==> src/hdl/smba_pkg.sv <==
// Shared types and constants for the size matched buffer allocator.
// Used by smba_cell and size_matched_buffer_allocator_unit; depends on nothing.
package smba_pkg;

	localparam int SIZE_W  = 40;
	localparam int HI_W    = 45;
	localparam int TOTAL_W = 46;
	localparam int STAMP_W = 32;
	localparam int TAG_W   = 4;
	localparam int ID_W    = 7;
	localparam int CNT_W   = 38;
	localparam int RANGE_W = 5;

	localparam logic [1:0] STAT_OK      = 2'd0;
	localparam logic [1:0] STAT_BAD_ID  = 2'd1;
	localparam logic [1:0] STAT_FULL    = 2'd2;
	localparam logic [1:0] STAT_INVALID = 2'd3;

	localparam logic [ID_W-1:0] ID_BAD = 7'h7f;
	localparam logic [ID_W-1:0] ID_EXT = 7'h7e;
	localparam logic [ID_W-1:0] ID_DYN = 7'h7d;

	localparam logic [1:0] CFG_RANGE      = 2'd0;
	localparam logic [1:0] CFG_USE_COLORS = 2'd1;

	localparam logic FUNC_REQUEST = 1'b0;

	typedef enum logic [1:0] {
		ST_IDLE,
		ST_SCAN,
		ST_FIN
	} smba_state_t;

	// Request context shared by every cell during a scan.
	typedef struct packed {
		logic [SIZE_W-1:0]  bytes;
		logic [HI_W-1:0]    hi;
		logic [RANGE_W-1:0] mrange;
		logic [TAG_W-1:0]   dev;
		logic [TAG_W-1:0]   color;
		logic               use_colors;
		logic [STAMP_W-1:0] rel_cnt;
	} smba_req_t;

	// Search record handed from cell to cell.
	typedef struct packed {
		logic               tok;
		logic               fit_ok;
		logic [SIZE_W-1:0]  fit_size;
		logic [STAMP_W-1:0] fit_age;
		logic               grow_ok;
		logic [SIZE_W-1:0]  grow_size;
		logic [STAMP_W-1:0] grow_age;
	} smba_rec_t;

	// Entry update command.
	typedef struct packed {
		logic               alloc;
		logic               grow;
		logic               take;
		logic               rel;
		logic [SIZE_W-1:0]  size;
		logic [TAG_W-1:0]   dev;
		logic [TAG_W-1:0]   color;
		logic [STAMP_W-1:0] stamp;
	} smba_wr_t;

endpackage

==> src/hdl/smba_cell.sv <==
// One table entry of the allocator plus its stage of the search chain.
// Depends on smba_pkg.
module smba_cell #(
	parameter int IDX_W = 6,
	parameter int INDEX = 0
) (
	input  logic                clk,
	input  logic                arst_n,
	input  smba_pkg::smba_req_t req,
	input  smba_pkg::smba_wr_t  wr,
	input  logic [IDX_W-1:0]    wr_idx,
	input  smba_pkg::smba_rec_t rec_in,
	input  logic [IDX_W-1:0]    fit_idx_in,
	input  logic [IDX_W-1:0]    grow_idx_in,
	output smba_pkg::smba_rec_t rec_out,
	output logic [IDX_W-1:0]    fit_idx_out,
	output logic [IDX_W-1:0]    grow_idx_out
);

	logic [smba_pkg::SIZE_W-1:0]  size_q;
	logic [smba_pkg::TAG_W-1:0]   dev_q;
	logic [smba_pkg::TAG_W-1:0]   color_q;
	logic [smba_pkg::STAMP_W-1:0] stamp_q;
	logic                         free_q;

	logic                           hit;
	logic                           elig;
	logic [smba_pkg::STAMP_W-1:0]   age;
	logic [smba_pkg::HI_W-1:0]      prod;
	logic [smba_pkg::TOTAL_W-1:0]   upper;
	logic                           in_fit;
	logic                           in_grow;
	logic                           take_fit;
	logic                           take_grow;
	smba_pkg::smba_rec_t            nxt;
	logic [IDX_W-1:0]               nxt_fit_idx;
	logic [IDX_W-1:0]               nxt_grow_idx;

	assign hit = (wr_idx == IDX_W'(INDEX));

	always_ff @(posedge clk or negedge arst_n) begin
		if (!arst_n) begin
			free_q  <= 1'b0;
			color_q <= '0;
		end else if (hit) begin
			if (wr.alloc || wr.grow || wr.take) begin
				free_q <= 1'b0;
			end else if (wr.rel) begin
				free_q  <= 1'b1;
				color_q <= wr.color;
			end
		end
	end

	always_ff @(posedge clk) begin
		if (hit) begin
			if (wr.alloc || wr.grow) begin
				size_q <= wr.size;
			end
			if (wr.alloc) begin
				dev_q <= wr.dev;
			end
			if (wr.rel) begin
				stamp_q <= wr.stamp;
			end
		end
	end

	// Lower bound bytes/range is tested as bytes <= size*range + range - 1.
	always_comb begin
		elig  = free_q && (dev_q == req.dev) && (!req.use_colors || (color_q == req.color));
		age   = req.rel_cnt - stamp_q;
		prod  = smba_pkg::HI_W'(size_q) * smba_pkg::HI_W'(req.mrange);
		upper = smba_pkg::TOTAL_W'(prod) + smba_pkg::TOTAL_W'(req.mrange)
			- smba_pkg::TOTAL_W'(1);
		in_fit  = elig && (size_q >= req.bytes) && (smba_pkg::HI_W'(size_q) <= req.hi);
		in_grow = elig && (size_q < req.bytes)
			&& (smba_pkg::TOTAL_W'(req.bytes) <= upper);
		take_fit = in_fit && (!rec_in.fit_ok || (size_q < rec_in.fit_size)
			|| ((size_q == rec_in.fit_size) && (age > rec_in.fit_age)));
		take_grow = in_grow && (!rec_in.grow_ok || (size_q > rec_in.grow_size)
			|| ((size_q == rec_in.grow_size) && (age < rec_in.grow_age)));
		nxt          = rec_in;
		nxt_fit_idx  = fit_idx_in;
		nxt_grow_idx = grow_idx_in;
		if (take_fit) begin
			nxt.fit_ok   = 1'b1;
			nxt.fit_size = size_q;
			nxt.fit_age  = age;
			nxt_fit_idx  = IDX_W'(INDEX);
		end
		if (take_grow) begin
			nxt.grow_ok   = 1'b1;
			nxt.grow_size = size_q;
			nxt.grow_age  = age;
			nxt_grow_idx  = IDX_W'(INDEX);
		end
	end

	always_ff @(posedge clk or negedge arst_n) begin
		if (!arst_n) begin
			rec_out      <= '0;
			fit_idx_out  <= '0;
			grow_idx_out <= '0;
		end else begin
			rec_out      <= nxt;
			fit_idx_out  <= nxt_fit_idx;
			grow_idx_out <= nxt_grow_idx;
		end
	end

endmodule

==> config.mk <==
export PLATFORM = sky130hd
export DESIGN_NAME = smba_cell
export DESIGN_NICKNAME = d
export VERILOG_FILES = /design/src/hdl/smba_pkg.sv /design/src/hdl/smba_cell.sv
export SDC_FILE = /design/constraint.sdc
export NUM_CORES = 1
export LEC_CHECK = 0
export BUFFER_PORTS_ARGS = -buffer_cell sky130_fd_sc_hd__buf_2
export CAP_MARGIN = 0
export CORE_AREA = 2 2 209 211
export DETAILED_ROUTE_END_ITERATION = 12
export DIE_AREA = 0 0 211 213
export GPL_ROUTABILITY_DRIVEN = 0
export PLACE_DENSITY = 0.88
export SETUP_SLACK_MARGIN = 0.4
export SYNTH_ARGS = -nofsm -noshare
export SYNTH_HDL_FRONTEND = slang
export SYNTH_SLANG_ARGS = --single-unit
==> constraint.sdc <==
create_clock -name clk -period 23.1 [get_ports clk]
set_input_delay 2.31 -clock clk [delete_from_list [all_inputs] [get_ports clk]]
set_output_delay 2.31 -clock clk [all_outputs]
set_load 0.05 [all_outputs]
Word-level counts from Yosys, hierarchy flattened --
Index checks and enable logic that the tools add are counted.
Operators by class: add/subtract/negate cells 3, multipliers 1, divide/modulo/power cells 0, magnitude comparators 8, equal/unequal tests 4, shift operators 0, muxes and demuxes 6, bitwise gates (word level) 1, reduce and logical (&&, ||, !) cells 27
Operator list (count):
- two-way mux 73 bit | 2
- == test 40 bit | 2
- < comparator 40 bit | 2
- adder 45 x 5 -> 46 bit | 1
- less-or-equal comparator 40 x 46 -> 1 bit | 1
- subtractor 46 x 1 -> 46 bit (second input constant) | 1
- less-or-equal comparator 40 x 45 -> 1 bit | 1
- multiplier 40 x 5 -> 45 bit | 1
- greater-or-equal comparator 40 bit | 1
- > comparator 40 bit | 1
- > comparator 32 bit | 1
- < comparator 32 bit | 1
- subtractor 32 bit | 1
- two-way mux 6 bit | 2
- logical AND 1 bit | 10
- == test 4 bit | 2
- AND reduction 2 bit | 4
- logical OR 1 bit | 7
- logical NOT 6 bit | 1
- logical NOT 1 bit | 3
- AND reduction 3 bit | 1
- two-way mux 1 bit | 2
- nonzero test 2 bit | 1
- NOT 1 bit | 1
Storage, ports and cells: register bits 240, bits in latches 0, bits in writable memories 0, ROM bits 0, bits of input ports 382, output and inout port bits 159, word-level logic and storage cells 64, memories 0

Depth between registers and ports, before layout --
Gate-level depths: netlist of run 1.
depth in word-level cells 7, gate-level depth with buffers 33, mapped depth without buffers 30

Worst setup path after synthesis of run 1 --
OpenSTA, ideal clock, no wires.
path type input to register, from input port req[43] (netlist name), to register rec_out[69] (netlist name), setup time 0.128 ns, arrival 9.205 ns, required time 22.972 ns, slack 13.767 ns, stages 32, buffers on the path 3, cells stage by stage clkbuf_1 -> and2_1 -> fa_1 -> inv_1 -> fa_1 -> inv_1 -> fa_1 -> inv_1 -> fa_1 -> inv_1 -> ha_1 -> o211ai_1 -> o211ai_1 -> a221oi_2 -> o41ai_4 -> a211oi_4 -> o21ai_0 -> a31oi_1 -> xor2_1 -> ha_1 -> nand4_1 -> or3_1 -> nor4_1 -> nand2_1 -> o21ai_0 -> a21oi_1 -> o2111ai_1 -> nor3_2 -> a2111oi_4 -> buf_4 -> buf_4 -> mux2_1
RTL lines:
- start, declared | line smba_cell.sv:9 | input smba_pkg::smba_req_t req,
- end signal, assigned | line smba_cell.sv:106 | rec_out <= nxt;
- end, declared | line smba_cell.sv:15 | output smba_pkg::smba_rec_t rec_out,

==> results of run 1 <==
[path summary, 6_finish.rpt]
kind / start / end
hold reg to reg: free_q / free_q
max in group asynchronous: arst_n / rec_out[11]
setup reg to reg: size_q[4] / rec_out[27]
hold / removal: free_q / free_q
setup / recovery: req[43] / rec_out[27]
min in group asynchronous: arst_n / fit_idx_out[5]
[cells by family after synthesis]
logic type,share of synthesized area [%]
buffers and inverters,7.15
AOI/OAI and AO/OA,12.3
xor gates and xnor gates,2.81
and+or+nand+nor,11.7
muxes,6.98
DFF,26.6
adders and majority gates,32.3
[stage by stage]
| step | hold slack (ns) | setup WS, ns | area (um^2) | power [mW] |
|---|---|---|---|---|
| finish | 0.532 | 12.02 | 28100 | 1.82 |
| global route | 0.551 | 11.64 | 28100 | 1.93 |
| CTS | 0.534 | 12.21 | 28000 | 1.80 |
| detailed placement | 0.520 | 11.68 | 27200 | 1.37 |
| global placement | 0.508 | 11.96 | 27200 | 1.32 |
| floorplan | 0.481 | 13.77 | 24000 | 1.12 |
[flip-flops by register name, summed over array words and instances (netlist names)]
signal and cells:
rec_out 147, size_q 40, stamp_q 32, fit_idx_out 6, grow_idx_out 6, color_q 4, dev_q 4, free_q 1
[report_power, final]
group          internal, mW  switching, mW
clock                 0.247          0.175
combinational         0.370          0.561
sequential            0.455        0.00941
[final cells by class]
type / instances / share of cell area, %
diodes: 27 / 0.240
clock buffers: 32 / 2.35
clock inverters: 12 / 0.592
inverters: 402 / 5.37
multi-input cells: 1783 / 56.5
flip-flops and latches: 240 / 22.7
well taps: 546 / 2.43
repair buffers: 545 / 9.77
[synthesized netlist by cell type, types with 5 or more instances]
master	instances
mux2_2	133
a21oi_1	147
fa_1	121
buf_2	6
a21o_1	102
o21bai_1	9
nand2_1	188
nand3_1	20
a211oi_1	12
o211ai_1	17
nor3_1	27
edfxtp_1	76
o21a_1	19
mux2_1	13
o31ai_1	6
xnor2_1	36
and3_1	7
and2_1	103
a31oi_1	9
nor2_1	72
nand4_1	61
a221oi_1	5
nand2b_1	16
nor2b_1	43
ha_1	426
clkbuf_1	40
inv_1	402
dfrtp_1	164
nor4_1	8
o21ai_0	80
xor2_1	41
[worst reg2reg max path, delay by kind of cell, from the launching register on]
| family | cells | cell delay, ns |
|---|---|---|
| AOI/OAI and AO/OA | 11 | 3.05 |
| xor gates and xnor gates | 1 | 0.10 |
| adders and majority gates | 6 | 2.62 |
| buffers and inverters | 5 | 1.12 |
| DFF | 1 | 0.74 |
| muxes | 1 | 0.57 |
| and+or+nand+nor | 6 | 1.29 |
[routing by layer]
layer	up-vias	routed length, um	GRT usage [%]
met5	-	50	0
met4	8	5660	22.5
met3	414	8500	8.46
met2	1374	39000	60.4
met1	10400	29000	42.0
li1	9563	-	-
==> metrics.yaml, run 1 <==
worst_slew_pin_slew_ns: 1.11
slew_viol_final: 0
port_buffers: 540
die_area_um2: 44900
die_h_um: 213
multiInputGateArea_um2: 15900
fin_skew_ns: 0.0169
synth_area_per_cell_um2: 9.69
final_cells: 3587
dp.cells: 3516
peakVddDrop_mv: 0.0872
r2r_setup_slack_ns: 13.47
cp_data_required_time_ns: 23.51
r2r_cells: 30
routed_wl_mm: 82.2
maxCapViolations: 0
synthArstFlopShare_pct: 68.3
critPathTopFamily: "compound AO/OA/AOI/OAI gates"
post_drt_wl_per_cell_um: 22.9
cts_resized: 0
ant_nets: 0
grt_antenna_before_repair: 28
crit_slowest_cell: "a2111oi_4"
syn_area_um2: 24000
clk_path_buf_depth: 3
dp_hpwl_mm: 65.3
grt_first_pass_wirelength_mm: 124
synth_edf_count: 76
rsz0062_at_grt: "no"
grt_max_degree: 95
synth_top_area_share_pct: 22.2
initial_core_util_pct: 56.2
firstDrtPassIters: 7
fillers: 3108
clk_latency_ns: 0.54
fmax_mhz: 90.3
synthDistinctLibCells: 64
min_path_cells: 1
fin_setup_tns_ns: 0
cts_tree: "done"
post_cts.repair.setup_buffers: 0
final_util_pct: 65.8
powerDensity_nw_per_um2: 64.7
drive_above_1_share_pct: 24.3
synth_flop_cell: "dfrtp_1"
io-pin-count: 541
path_clk_slew_ns: 0.06
core_area_um2: 42700
syn_nets: 3403
postCtsHoldBufs: 0
finalCriticalPeriod_ns: 11.08
end_kind: "register"
hp-class: "reg -> reg"
layout_commonest_cell: "buf_2"
synthCells: 2474
synth_largest_area_cell: "ha_1"
groute.usage.overall_pct: 36.1
grt_pass1_vias: 23000
cpPeakStageDelay_ns: 0.93
path_depth: 31
vias_per_cell: 6.05
hold_viol_final: 0
setup_violations: 0
gr-total-overflow: 0
crit_type: "in -> reg"
final_nets: 3925
drc_errors: 0
yosysWarnings: 0
fin_crit_sh_pct: 48.0
maxSlewHeadroom_pct: 25.5
regArea_um2: 6390
clock-sinks: 240
die_width_um: 211
p_leak_nw: 14.9
h-tree-depth: 1
start_kind: "input port"
final_cell_mix: "539 x buf_2, 426 x ha_1, 402 x inv_1"
root_buffer: "clkbuf_16"
cts_made_buffers: 24
synth_area_leaders: "ha_1 22%, dfrtp_1 17%, fa_1 10%, edfxtp_1 9.5%, inv_1 6.3%"
crit_path_max_fanout: 66
path_buf_inv: 6
ys_seq_elements: 240
arrival_ns: 11.49
dr_total_vias: 21700
fp-row-count: 76
ys_seq_area_share_pct: 26.6
drt_first_iter_violations: 1777
status: "finished, final reports clean"
syn2layout_area_growth_pct: 17.3
Power figures use the tool's default switching activity.
==> run 2, diff against run 1 <==
--- a/config.mk
+++ b/config.mk
@@ -7,11 +7,10 @@
 export LEC_CHECK = 0
 export BUFFER_PORTS_ARGS = -buffer_cell sky130_fd_sc_hd__buf_2
 export CAP_MARGIN = 0
-export CORE_AREA = 2 2 209 211
+export CORE_UTILIZATION = 51
 export DETAILED_ROUTE_END_ITERATION = 12
-export DIE_AREA = 0 0 211 213
 export GPL_ROUTABILITY_DRIVEN = 0
-export PLACE_DENSITY = 0.88
+export PLACE_DENSITY = 0.84
 export SETUP_SLACK_MARGIN = 0.4
 export SYNTH_ARGS = -nofsm -noshare
 export SYNTH_HDL_FRONTEND = slang
==> constraint.sdc (replaced) <==
create_clock -name clk -period 9.2 [get_ports clk]
set_input_delay 0.92 -clock clk [delete_from_list [all_inputs] [get_ports clk]]
set_output_delay 0.92 -clock clk [all_outputs]
set_load 0.05 [all_outputs]
==> metrics.yaml, run 2 (synthesis results as in run 1) <==
cts_made_buffers: 26
arrival_ns: 8.60
die_area_um2: 47900
post_cts.repair.setup_buffers: 0
start_kind: "input port"
status: "finished, final reports clean"
rsz0062_at_grt: "no"
clk_latency_ns: 0.56
maxCapViolations: 0
cts_resized: 0
ant_nets: 0
gr-total-overflow: 0
h-tree-depth: 1
postCtsHoldBufs: 0
hp-class: "in -> async"
regMostFlops: "rec_out"
critPathTopFamily: "compound AO/OA/AOI/OAI gates"
clk_path_buf_depth: 3
cpMostUsedCell: "fa_1"
routed_wl_mm: 76.7
maxSlewHeadroom_pct: 31.8
hold_viol_final: 0
finalCriticalPeriod_ns: 8.17
io-pin-count: 541
die_width_um: 219
post_drt_wl_per_cell_um: 21.0
groute.usage.overall_pct: 31.6
grt_antenna_before_repair: 32
cp_data_required_time_ns: 9.63
fin_crit_sh_pct: 88.8
final_nets: 3945
firstDrtPassIters: 7
final_cell_mix: "539 x buf_2, 426 x ha_1, 402 x inv_1"
clock-sinks: 240
dp_hpwl_mm: 62.4
grt_max_degree: 93
top_regs: "rec_out (147), size_q (40), stamp_q (32)"
root_buffer: "clkbuf_16"
fmax_mhz: 122
path_clk_slew_ns: 0.06
port_buffers: 540
end_kind: "register"
p_leak_nw: 15.0
drive_above_1_share_pct: 24.9
core_area_um2: 46500
drc_errors: 0
cpPeakStageDelay_ns: 0.60
cts_tree: "done"
grt_first_pass_wirelength_mm: 115
peakVddDrop_mv: 0.158
crit_path_max_fanout: 60
dr_total_vias: 21000
initial_core_util_pct: 51.6
r2r_setup_slack_ns: 1.14
path_buf_inv: 5
fin_skew_ns: 0.0259
largest_reg_flops: 147
vias_per_cell: 5.74
die_h_um: 219
fin_setup_tns_ns: 0
layout_commonest_cell: "buf_2"
setup_violations: 0
syn2layout_area_growth_pct: 18.3
fp-row-count: 79
crit_slowest_cell: "fa_1"
slew_viol_final: 0
worst_slew_pin_slew_ns: 1.02
crit_type: "in -> reg"
powerDensity_nw_per_um2: 160
final_util_pct: 61.1
grt_pass1_vias: 21300
drt_first_iter_violations: 1353
## run 2: cell count changes in the layout (fill, tap and decap cells not counted), moves of 2 or more
cell,delta
buf_4,+17
clkinv_2,+2
diode_2,-10
bufinv_16,-2
clkinv_4,+2
clkbuf_16,+4
## run 2: cell type report
class,count,area [um^2]
Sequential cell,240,6390
Antenna cell,17,42.5
Timing Repair Buffer,563,2890
Inverter,402,1510
Fill cell,3781,18100
Clock inverter,12,118
Clock buffer,36,762
Multi-Input combinational cell,1783,15900
Tap cell,607,759
## run 2: final timing paths
path                             startpoint               to  depth (start not counted)
min in group clk                rec_in[146]     rec_out[146]                          1
worst max-delay path                req[43]      rec_out[26]                         29
worst min-delay path                 arst_n  grow_idx_out[1]                          1
max in group asynchronous            arst_n      rec_out[99]                          2
worst min register to register       free_q           free_q                          1
worst max register to register    size_q[4]      rec_out[26]                         31
## run 2: through the flow
step,std cells,worst slack [ns],total power [mW],hold slack [ns],area (um^2)
finish,3660,1.03,4.55,0.469,28400
global route,3657,0.510,4.84,0.474,28400
CTS,3643,1.10,4.53,0.463,28300
detailed placement,3595,0.528,3.42,0.497,27400
global placement,3595,0.708,3.37,0.503,27400
floorplan,2474,1.26,2.82,0.481,24000
## run 2: power breakdown
part	switching [mW]	total [mW]	internal, mW
logic	1.37	2.29	0.920
registers	0.0184	1.16	1.14
clock network	0.463	1.10	0.636
total	1.85	4.55	2.70
## run 2: layer usage
metal  global-route usage (%)  routed length (um)
met5                        0                 119
met4                     14.1                3480
met3                     7.25                7250
met2                     55.1               37800
met1                     37.0               28100
==> run 3, diff against run 2 <==
--- a/config.mk
+++ b/config.mk
@@ -5,11 +5,13 @@
 export SDC_FILE = /design/constraint.sdc
 export NUM_CORES = 1
 export LEC_CHECK = 0
+export ABC_AREA = 1
 export BUFFER_PORTS_ARGS = -buffer_cell sky130_fd_sc_hd__buf_2
 export CAP_MARGIN = 0
-export CORE_UTILIZATION = 51
+export CORE_UTILIZATION = 52
 export DETAILED_ROUTE_END_ITERATION = 12
 export GPL_ROUTABILITY_DRIVEN = 0
+export GPL_TIMING_DRIVEN = 0
 export PLACE_DENSITY = 0.84
 export SETUP_SLACK_MARGIN = 0.4
 export SYNTH_ARGS = -nofsm -noshare
==> metrics.yaml, run 3 <==
fp-row-count: 81
synth_area_leaders: "ha_1 21%, dfrtp_1 16%, nand2_1 14%, inv_1 10%, fa_1 9.4%"
finalInstanceArea_um2: 30400
die_area_um2: 50600
routed_wl_mm: 91.7
synth_top_area_share_pct: 20.6
path_clk_slew_ns: 0.06
port_buffers: 538
swShare_pct: 44.8
initial_core_util_pct: 52.8
worst_slew_pin_slew_ns: 1.42
grt_first_pass_wirelength_mm: 137
fin_setup_tns_ns: 0
die_h_um: 225
hp-class: "in -> async"
cts_tree: "done"
regArea_um2: 6390
ant_nets: 0
layout_commonest_cell: "nand2_1"
synthCells: 3451
top_regs: "rec_out (147), size_q (40), stamp_q (32)"
groute.usage.overall_pct: 35.7
maxSlewHeadroom_pct: 4.47
place_ws_ns: 0.372
drt_first_iter_violations: 2338
p_clk_share_pct: 22.3
dr_total_vias: 26000
ys_seq_elements: 240
fin_skew_ns: 0.0561
dp_hpwl_mm: 75.1
synth_area_per_cell_um2: 7.49
synth_flop_cell: "dfrtp_1"
final_nets: 4950
intPower_mw: 2.64
powerDensity_nw_per_um2: 157
cpPeakStageDelay_ns: 0.63
clk_latency_ns: 0.60
die_width_um: 225
vias_per_cell: 5.49
regMostFlops: "rec_out"
io-pin-count: 541
crit_path_max_fanout: 10
root_buffer: "clkbuf_16"
firstDrtPassIters: 12
fillers: 4341
gr-total-overflow: 0
start_kind: "input port"
setup_violations: 0
grt_max_degree: 105
fin_crit_sh_pct: 89.5
crit_type: "in -> reg"
syn2layout_area_growth_pct: 17.6
yosysWarnings: 0
peakVddDrop_mv: 0.146
syn_area_um2: 25800
h-tree-depth: 1
rsz0062_at_grt: "no"
synth_most_common_cell: "nand2_1"
core_area_um2: 49000
cpMostUsedCell: "nand2_1"
clk_path_buf_depth: 3
syn_nets: 4380
switchingPower_mw: 2.14
arrival_ns: 8.71
ys_seq_area_share_pct: 24.7
post_drt_wl_per_cell_um: 19.4
fmax_mhz: 121
seq_power_share_pct: 24.5
drive_above_1_share_pct: 16.3
combPwrFrac_pct: 53.2
place_area_um2: 29500
status: "finished, final reports clean"
multiInputGateArea_um2: 16400
synthDistinctLibCells: 48
synth_edf_count: 76
slew_viol_final: 0
largest_reg_flops: 147
hold_viol_final: 0
drc_errors: 0
clock-sinks: 240
p_leak_nw: 17.6
grt_pass1_vias: 24700
maxCapViolations: 0
end_kind: "register"
cts_made_buffers: 27
final_cell_mix: "970 x nand2_1, 708 x inv_1, 561 x buf_2"
crit_slowest_cell: "clkbuf_1"
synthArstFlopShare_pct: 68.3
grt_antenna_before_repair: 25
finalCriticalPeriod_ns: 8.23
cp_data_required_time_ns: 9.67
synthTopCellsByCount: "970 x nand2_1, 708 x inv_1, 426 x ha_1"
synth_largest_area_cell: "ha_1"
layout_setup_ws_ns: 0.967
## run 3: cell types whose count changed after synthesis, moves of 18 or more
cell / previous run / this run
nor2_1: 72 / 142
inv_1: 402 / 708
buf_2: 6 / 24
nor2b_1: 43 / 1
nand2_1: 188 / 970
nand3_1: 20 / 141
mux2_2: 133 / 4
nand4_1: 61 / 111
and2_1: 103 / 1
a21o_1: 102 / 5
a21oi_1: 147 / 208
## run 3: path summary, 6_finish.rpt
check / cells after the start / slack [ns] / start / end
min in group clk: 1 / 0.44 / rec_in[146] / rec_out[146]
min: 1 / 0.24 / arst_n / rec_out[10]
max in group asynchronous: 2 / 8.00 / arst_n / rec_out[132]
max: 39 / 0.97 / req[41] / rec_out[47]
min reg2reg: 1 / 0.54 / color_q[2] / color_q[2]
max reg2reg: 39 / 1.39 / size_q[2] / rec_out[47]
## run 3: metrics by stage
| stage | hold WS [ns] | cells | util [%] | total power, mW |
|---|---|---|---|---|
| 2_1_floorplan | 0.499 | 3451 | - | 2.97 |
| 3_3_place_gp | 0.514 | 4653 | 60.0 | 3.60 |
| 3_5_place_dp | 0.523 | 4656 | 60.2 | 3.67 |
| 4_1_cts | 0.241 | 4705 | 61.9 | 4.75 |
| 5_1_grt | 0.260 | 4723 | 62.0 | 5.16 |
| 6_report | 0.243 | 4727 | 62.1 | 4.78 |
## run 3: logic make-up (layout without fill, tap and decap cells)
group | after synthesis | in the layout | synth area share, %
xor+xnor | 69 | 69 | 2.34
flops | 240 | 240 | 24.7
buf+inv | 795 | 1385 | 11.9
compound gates | 353 | 353 | 7.43
fa+ha+maj | 547 | 547 | 30.0
other cells | 0 | 22 | 0
simple gates | 1443 | 1443 | 23.5
mux | 4 | 4 | 0.174
## run 3: routing by layer
layer,routed length (um),vias to the layer above,track usage (%)
li1,-,12200,-
met1,34300,11700,44.1
met3,11200,417,10.1
met2,39200,1620,54.5
met4,6930,10,23.4
met5,62,-,0
## run 3: timing repair
item / in CTS / in global routing
endpoints found under the setup margin: 0 / 33
setup buffers: 0 / 0
hold buffers: 0 / 0
gates resized for setup: 0 / 1
## run 3: layout make-up
type | instances | area share [%]
Antenna cell | 22 | 0.181
Buffer | 76 | 1.21
Clock buffer | 41 | 2.50
Clock inverter | 8 | 0.305
Inverter | 719 | 8.88
Multi-Input combinational cell | 2416 | 54.0
Sequential cell | 240 | 21.0
Tap cell | 664 | 2.73
Timing Repair Buffer | 541 | 9.14
## run 3: power groups by stage
| stage | registers [mW] | logic (mW) | clock network [mW] |
|---|---|---|---|
| 2_1_floorplan | 1.33 | 1.64 | 0 |
| 3_3_place_gp | 1.19 | 2.41 | 0 |
| 3_5_place_dp | 1.19 | 2.48 | 0 |
| 4_1_cts | 1.17 | 2.50 | 1.08 |
| 5_1_grt | 1.17 | 2.87 | 1.12 |
| 6_report | 1.17 | 2.55 | 1.07 |
## run 3: worst max-delay path, delay by kind of cell
kind	cells	cell delay (ns)
adder cells (fa/ha/maj)	6	2.47
buffers and inverters	8	1.54
XOR/XNOR	1	0.11
AO/OA/AOI/OAI	2	0.56
AND/OR/NAND/NOR	22	3.04
